## config.mk

```make
export PLATFORM = sky130hd
export DESIGN_NAME = double_ended_queue_unit
export DESIGN_NICKNAME = d
export VERILOG_FILES = /design/src/hdl/dq_pkg.sv /design/src/hdl/dq_ctrl.sv /design/src/hdl/dq_datapath.sv /design/src/hdl/double_ended_queue_unit.sv
export SDC_FILE = /design/constraint.sdc
export NUM_CORES = 1
export LEC_CHECK = 0
export BUFFER_PORTS_ARGS = -buffer_cell sky130_fd_sc_hd__buf_2
export CORE_ASPECT_RATIO = 0.8
export CORE_MARGIN = 3
export CORE_UTILIZATION = 58
export CTS_BUF_LIST = sky130_fd_sc_hd__clkbuf_8
export DETAILED_ROUTE_END_ITERATION = 10
export PLACE_DENSITY = 0.8
export SYNTH_ARGS = -nofsm -noshare
export SYNTH_HDL_FRONTEND = slang
export SYNTH_SLANG_ARGS = --single-unit
export TNS_END_PERCENT = 20
```

## constraint.sdc

```tcl
create_clock -name clock -period 4.2 [get_ports clock]
set_clock_uncertainty 0.2 [all_clocks]
set_input_delay 0.42 -clock clock [delete_from_list [all_inputs] [get_ports clock]]
set_output_delay 0.42 -clock clock [all_outputs]
set_load 0.05 [all_outputs]
```

## src/hdl/dq_pkg.sv

```systemverilog
// ----------------------------------------------------------------------------
// dq_pkg
// Shared types, action and status codes, and index helpers for the
// double-ended queue unit.
// ----------------------------------------------------------------------------
package dq_pkg;

   localparam int DEPTH      = 16;
   localparam int DATA_WIDTH = 32;

   localparam int IDX_W     = (DEPTH > 1) ? $clog2(DEPTH) : 1;
   localparam int COUNT_W   = $clog2(DEPTH + 1);
   localparam int ACTION_W  = 3;
   localparam int VALUE_W   = 32;
   localparam int STATUS_W  = 2;
   localparam int COUNT_OUT_W = 5;

   typedef logic [IDX_W-1:0]       idx_type;
   typedef logic [COUNT_W-1:0]     count_type;
   typedef logic [DATA_WIDTH-1:0]  data_type;
   typedef logic [ACTION_W-1:0]    action_type;
   typedef logic [VALUE_W-1:0]     value_type;
   typedef logic [STATUS_W-1:0]    status_type;
   typedef logic [COUNT_OUT_W-1:0] count_out_type;

   localparam action_type ACT_PUSH_FRONT = 3'd0;
   localparam action_type ACT_PUSH_BACK  = 3'd1;
   localparam action_type ACT_POP_FRONT  = 3'd2;
   localparam action_type ACT_POP_BACK   = 3'd3;
   localparam action_type ACT_PEEK_FRONT = 3'd4;
   localparam action_type ACT_PEEK_BACK  = 3'd5;
   localparam action_type ACT_CLEAR      = 3'd6;

   localparam status_type STATUS_OK    = 2'd0;
   localparam status_type STATUS_EMPTY = 2'd1;
   localparam status_type STATUS_FULL  = 2'd2;

   // Commands from the controller to the datapath
   typedef struct packed {
      logic load;   // capture the incoming transaction
      logic exec;   // carry out the captured action
   } cmd_type;

   function automatic idx_type idx_next(idx_type i);
      return (i == idx_type'(DEPTH - 1)) ? '0 : idx_type'(i + 1'b1);
   endfunction

   function automatic idx_type idx_prev(idx_type i);
      return (i == '0) ? idx_type'(DEPTH - 1) : idx_type'(i - 1'b1);
   endfunction

endpackage

```

## src/hdl/dq_ctrl.sv

```systemverilog
// ----------------------------------------------------------------------------
// dq_ctrl
// Handshake controller: accept a transaction, run it through the datapath,
// then hold the result until it is taken.
// ----------------------------------------------------------------------------
module dq_ctrl (
   input  logic            clock,
   input  logic            reset,
   input  logic            req_valid,
   output logic            req_ready,
   output logic            rsp_valid,
   input  logic            rsp_ready,
   output dq_pkg::cmd_type cmd
);

   localparam logic [1:0] S_IDLE = 2'd0;
   localparam logic [1:0] S_EXEC = 2'd1;
   localparam logic [1:0] S_RESP = 2'd2;

   logic [1:0] state_ff;
   logic [1:0] state_in;

   always_comb begin
      state_in = state_ff;
      unique case (state_ff)
         S_IDLE: begin
            if (req_valid) state_in = S_EXEC;
         end
         S_EXEC: begin
            state_in = S_RESP;
         end
         S_RESP: begin
            if (rsp_ready) state_in = S_IDLE;
         end
         default: begin
            state_in = S_IDLE;
         end
      endcase
   end

   always_ff @(posedge clock) begin
      if (reset) begin
         state_ff <= S_IDLE;
      end else begin
         state_ff <= state_in;
      end
   end

   assign req_ready = (state_ff == S_IDLE);
   assign rsp_valid = (state_ff == S_RESP);
   assign cmd.load  = req_valid && (state_ff == S_IDLE);
   assign cmd.exec  = (state_ff == S_EXEC);

endmodule

```

## src/hdl/dq_datapath.sv

```systemverilog
// ----------------------------------------------------------------------------
// dq_datapath
// Ring buffer storage with front and back indices and the entry count.
// Decodes the captured action and produces the result fields.
// ----------------------------------------------------------------------------
module dq_datapath (
   input  logic                     clock,
   input  logic                     reset,
   input  dq_pkg::cmd_type          cmd,
   input  dq_pkg::action_type       req_action,
   input  dq_pkg::value_type        req_push_value,
   output dq_pkg::value_type        rsp_read_value,
   output dq_pkg::status_type       rsp_status,
   output dq_pkg::count_out_type    rsp_entry_count
);

   dq_pkg::data_type   slots [dq_pkg::DEPTH];

   dq_pkg::action_type action_ff;
   dq_pkg::data_type   value_ff;
   dq_pkg::idx_type    front_ff, front_in;
   dq_pkg::idx_type    back_ff, back_in;
   dq_pkg::count_type  count_ff, count_in;
   dq_pkg::status_type status_ff, status_in;
   dq_pkg::data_type   rd_ff;
   logic               hit_ff, hit_in;
   logic               wr_en;
   dq_pkg::idx_type    addr;
   logic               full, empty;

   assign full  = (count_ff == dq_pkg::count_type'(dq_pkg::DEPTH));
   assign empty = (count_ff == '0);

   always_comb begin
      front_in  = front_ff;
      back_in   = back_ff;
      count_in  = count_ff;
      status_in = dq_pkg::STATUS_OK;
      hit_in    = 1'b0;
      wr_en     = 1'b0;
      addr      = front_ff;
      unique case (action_ff) inside
         dq_pkg::ACT_PUSH_FRONT: begin
            addr = dq_pkg::idx_prev(front_ff);
            if (full) begin
               status_in = dq_pkg::STATUS_FULL;
            end else begin
               wr_en    = 1'b1;
               front_in = addr;
               count_in = count_ff + 1'b1;
            end
         end
         dq_pkg::ACT_PUSH_BACK: begin
            addr = back_ff;
            if (full) begin
               status_in = dq_pkg::STATUS_FULL;
            end else begin
               wr_en    = 1'b1;
               back_in  = dq_pkg::idx_next(back_ff);
               count_in = count_ff + 1'b1;
            end
         end
         dq_pkg::ACT_POP_FRONT, dq_pkg::ACT_PEEK_FRONT: begin
            addr = front_ff;
            if (empty) begin
               status_in = dq_pkg::STATUS_EMPTY;
            end else begin
               hit_in = 1'b1;
               if (action_ff == dq_pkg::ACT_POP_FRONT) begin
                  front_in = dq_pkg::idx_next(front_ff);
                  count_in = count_ff - 1'b1;
               end
            end
         end
         dq_pkg::ACT_POP_BACK, dq_pkg::ACT_PEEK_BACK: begin
            addr = dq_pkg::idx_prev(back_ff);
            if (empty) begin
               status_in = dq_pkg::STATUS_EMPTY;
            end else begin
               hit_in = 1'b1;
               if (action_ff == dq_pkg::ACT_POP_BACK) begin
                  back_in  = addr;
                  count_in = count_ff - 1'b1;
               end
            end
         end
         dq_pkg::ACT_CLEAR: begin
            front_in = '0;
            back_in  = '0;
            count_in = '0;
         end
         default: begin
            // unused code: no change
         end
      endcase
   end

   // Capture the accepted transaction
   always_ff @(posedge clock) begin
      if (cmd.load) begin
         action_ff <= req_action;
         value_ff  <= dq_pkg::data_type'(req_push_value);
      end
   end

   always_ff @(posedge clock) begin
      if (reset) begin
         front_ff <= '0;
         back_ff  <= '0;
         count_ff <= '0;
         hit_ff   <= 1'b0;
      end else if (cmd.exec) begin
         front_ff <= front_in;
         back_ff  <= back_in;
         count_ff <= count_in;
         hit_ff   <= hit_in;
      end
   end

   // Slot storage: one port, write or registered read
   always_ff @(posedge clock) begin
      if (cmd.exec) begin
         status_ff <= status_in;
         if (wr_en) begin
            slots[addr] <= value_ff;
         end
         rd_ff <= slots[addr];
      end
   end

   assign rsp_read_value  = hit_ff ? dq_pkg::value_type'(rd_ff) : '0;
   assign rsp_status      = status_ff;
   assign rsp_entry_count = dq_pkg::count_out_type'(count_ff);

endmodule

```

## src/hdl/double_ended_queue_unit.sv

```systemverilog
// ----------------------------------------------------------------------------
// double_ended_queue_unit
// Bounded double-ended queue on a ring buffer: push, pop and peek at either
// end, and clear. Each transaction returns one result.
//
//   Channel | Handshake             | Payload
//   --------+-----------------------+-------------------------------------
//   req     | req_valid / req_ready | req_action, req_push_value
//   rsp     | rsp_valid / rsp_ready | rsp_read_value, rsp_status,
//           |                       | rsp_entry_count
//
// A transaction runs through capture, one slot access with the index and
// count update, then the result register. The single-port slot array
// sets the execute step; the next request is taken once the result leaves.
// Reset (synchronous) empties the queue; slot contents are not cleared.
// A stall on rsp holds the result and keeps req_ready low.
// ----------------------------------------------------------------------------
module double_ended_queue_unit (
   input  logic                     clock,
   input  logic                     reset,
   input  logic                     req_valid,
   output logic                     req_ready,
   input  dq_pkg::action_type       req_action,
   input  dq_pkg::value_type        req_push_value,
   output logic                     rsp_valid,
   input  logic                     rsp_ready,
   output dq_pkg::value_type        rsp_read_value,
   output dq_pkg::status_type       rsp_status,
   output dq_pkg::count_out_type    rsp_entry_count
);

   dq_pkg::cmd_type cmd;

   dq_ctrl u_ctrl (
      .clock     (clock),
      .reset     (reset),
      .req_valid (req_valid),
      .req_ready (req_ready),
      .rsp_valid (rsp_valid),
      .rsp_ready (rsp_ready),
      .cmd       (cmd)
   );

   dq_datapath u_datapath (
      .clock           (clock),
      .reset           (reset),
      .cmd             (cmd),
      .req_action      (req_action),
      .req_push_value  (req_push_value),
      .rsp_read_value  (rsp_read_value),
      .rsp_status      (rsp_status),
      .rsp_entry_count (rsp_entry_count)
   );

endmodule

```

==> flow_summary.json <==
{
  "status": "finished, final reports clean",
  "r2r_end": "u_datapath.rd_ff[26]$_DFFE_PP_",
  "grt_first_pass_wirelength_um": 80600,
  "routedWlPerCell_um": 23.4,
  "ys_async_sr_fraction": 0,
  "power_density_mw_per_mm2": 455,
  "design.core.area_mm2": 0.0399,
  "drv_slew": 0,
  "start_kind": "register",
  "drive_gt1_frac": 0.168,
  "rows": 65,
  "cts_tree": "yes",
  "diodes": 0,
  "viasPerCell": 6.10,
  "fill_cells": 2614,
  "post-route-period-util": 0.922,
  "grt_max_degree": 79,
  "numClockSinks": 597,
  "netlist_top_cells_area": "edfxtp_1 74%, mux2i_1 5.5%, nand2_1 3.2%, a22oi_1 2.2%, a21oi_1 1.8%",
  "die_area_mm2": 0.0434,
  "worstSkewPairLatency_ns": 0.64,
  "ys_seq_area_frac": 0.749,
  "r2r_cells": 11,
  "min_path_type": "in -> reg",
  "min_from": "req_push_value[27]",
  "min_delay_path_depth": 2,
  "drt_iter0_drc": 2032,
  "ys_ff_latch": 597,
  "grt_pass1_vias": 13700,
  "irDropWorstVdd_uv": 310,
  "antenna_found_initial": 0,
  "synth_compound_gate_area_share": 0.0788,
  "cp-end-kind": "register",
  "final-seq-area_mm2": 0.0178,
  "yosysTopAreaCellShare": 0.736,
  "post_synth_and_or_nand_nor_area_fraction": 0.0730,
  "synth_commonest_cells": "581 x edfxtp_1, 205 x nand2_1, 130 x mux2i_1",
  "avgSynthCellArea_um2": 15.6,
  "r2r_slack_ns": 0.33,
  "gp_congestion": 0.847,
  "synth_top_family_by_area": "compound AO/OA/AOI/OAI gates",
  "yosysWarnings": 0,
  "postCtsSetupBuffers": 0,
  "critPathArrivalTime_ns": 4.19,
  "hold_viol_final": 0,
  "p_leak_nw": 9.63,
  "overflow": 0,
  "root_buffer": "clkbuf_8",
  "syn_inst": 1517,
  "rsz0062_at_grt": "no",
  "synth_mux_area_frac": 0.0701,
  "yosysTopAreaCell": "edfxtp_1",
  "clk_pin_slew_worst_paths_ns": 0.06,
  "first_pass_iters": 6,
  "cts_made_buffers": 86,
  "yosysMostFrequentCell": "edfxtp_1",
  "chipHeight_um": 187,
  "grt_usage": 0.246,
  "slew_headroom": 0.538,
  "fin_crit_ns": 3.87,
  "fmax_ghz": 0.258,
  "multi_input_area_mm2": 0.00559,
  "hpwl_um": 29800,
  "synth.cell_area_mm2": 0.0237,
  "synth_nets": 1564,
  "cap_viol_max_count": 0,
  "synth_ff_type": "edfxtp_1",
  "setup_tns_ns": 0,
  "ys_types": 53,
  "setup_violations": 0,
  "required_ns": 4.52,
  "synth_xor_area_frac": 0.00227,
  "min_to": "u_datapath.value_ff[27]$_DFFE_PP_",
  "cts_resized": 0,
  "numPortBuffers": 79,
  "layout.nets": 1727,
  "cp_max_fo": 14,
  "initial_core_util": 0.595,
  "htreeDepth": 3,
  "wirelength_um": 53300,
  "dieWidth_um": 232,
  "area_growth_pct": 13.5,
  "clock_path_buffers": 3,
  "synth_edf_count": 581,
  "vias": 13900,
  "path_class": "reg -> reg",
  "setup_ws_ns": 0.329,
  "drtAntennaViolNets": 0,
  "drc_errors": 0,
  "synth_fa_ha_area_frac": 0.00454,
  "io_pins": 80,
  "r2r_start": "u_datapath.front_ff[0]$_SDFFE_PP0P_",
  "tightestPinTransition_ns": 0.687,
  "place_ws_ns": 0.406
}
worst max-delay path, stage by stage (launching register included):
cell and delay (ns):
dfxtp_1 0.46, inv_1 0.12, ha_1 0.29, o21bai_1 0.19
a21oi_1 0.16, a41oi_1 0.10, a221oi_2 0.61, nand2_2 0.47
buf_4 0.37, buf_4 0.22, o32ai_1 0.36, a221o_1 0.17
metrics by stage:
stage	hold slack [ns]	total power [mW]	area (um2)	cells	util
floorplan	0.270	7.82	23700	1517	-
CTS	0.230	12.3	26900	2283	0.676
global placement	0.334	8.18	25000	2090	0.628
finish	0.273	12.3	26900	2283	0.676
detailed placement	0.350	8.23	25000	2090	0.628
global route	0.245	12.7	26900	2283	0.676
flip-flops by register name, summed over array words and instances (netlist names):
signal,flops
u_datapath.hit_ff,1
u_ctrl.state_ff,2
u_datapath.front_ff,4
u_datapath.rsp_entry_count,5
u_datapath.back_ff,4
u_datapath.rsp_status,2
u_datapath.value_ff,32
u_datapath.slots,512
u_datapath.rd_ff,32
u_datapath.action_ff,3
metal layers:
layer	GRT usage	part of all wire
met1	0.357	0.41
met2	0.375	0.47
met3	0.0499	0.098
met4	0.0884	0.027
met5	0	0
cell families after synthesis:
logic type                 count (synthesis)
xor gates and xnor gates                   4
adders and majority gates                  8
buffers and inverters                    107
and+or+nand+nor                          378
AOI/OAI and AO/OA                        261
muxes                                    162
DFF                                      597
area by class of cell:
| cell class | instances | share of cell area |
|---|---|---|
| timing repair buffer | 166 | 0.0490 |
| multi-input combinational | 813 | 0.208 |
| sequential | 597 | 0.660 |
| clock buffer | 89 | 0.0455 |
| tap | 536 | 0.0249 |
| clock inverter | 66 | 0.0109 |
| inverter | 16 | 0.00223 |
cells in the final DEF, fill, tap and decap left out, types with 38 or more instances in the layout:
cell           netlist  routed
inv_1               15      40
mux2i_1            130     130
a22oi_1             69      69
buf_2               25      79
clkbuf_8             0      89
a21oi_1             85      85
dlygate4sd3_1        0      38
nand2_1            205     202
edfxtp_1           581     581
and3_1              65      65
how the worst max path moves through the flow:
stage,from,endpoint,slack (ns),cells past startpoint
floorplan,u_datapath.front_ff[0]$_SDFFE_PP0P_,u_datapath.slots[11][0]$_DFFE_PP_,0.03,10
global placement,u_datapath.front_ff[0]$_SDFFE_PP0P_,u_datapath.rd_ff[21]$_DFFE_PP_,0.58,11
detailed placement,u_datapath.front_ff[0]$_SDFFE_PP0P_,u_datapath.rd_ff[26]$_DFFE_PP_,0.41,11
CTS,u_datapath.front_ff[0]$_SDFFE_PP0P_,u_datapath.rd_ff[26]$_DFFE_PP_,0.38,11
global route,u_datapath.back_ff[0]$_SDFFE_PP0P_,u_datapath.rd_ff[26]$_DFFE_PP_,0.24,10
finish,u_datapath.front_ff[0]$_SDFFE_PP0P_,u_datapath.rd_ff[26]$_DFFE_PP_,0.33,11
repair_timing:
item | 4_1_cts | 5_1_grt
setup endpoints to repair | 0 | 0
hold buffers | 38 | 0
endpoints found under the hold margin | 50 | 0
power by group:
part           total [mW]  internal, mW  leakage, nW  switching [mW]
combinational        1.37         0.541         3.37           0.830
clock                4.10          1.98        0.871            2.13
sequential           6.78          6.66         5.38           0.113
total                12.3          9.18         9.63            3.07
No activity file was read; power rests on OpenSTA's default activity.
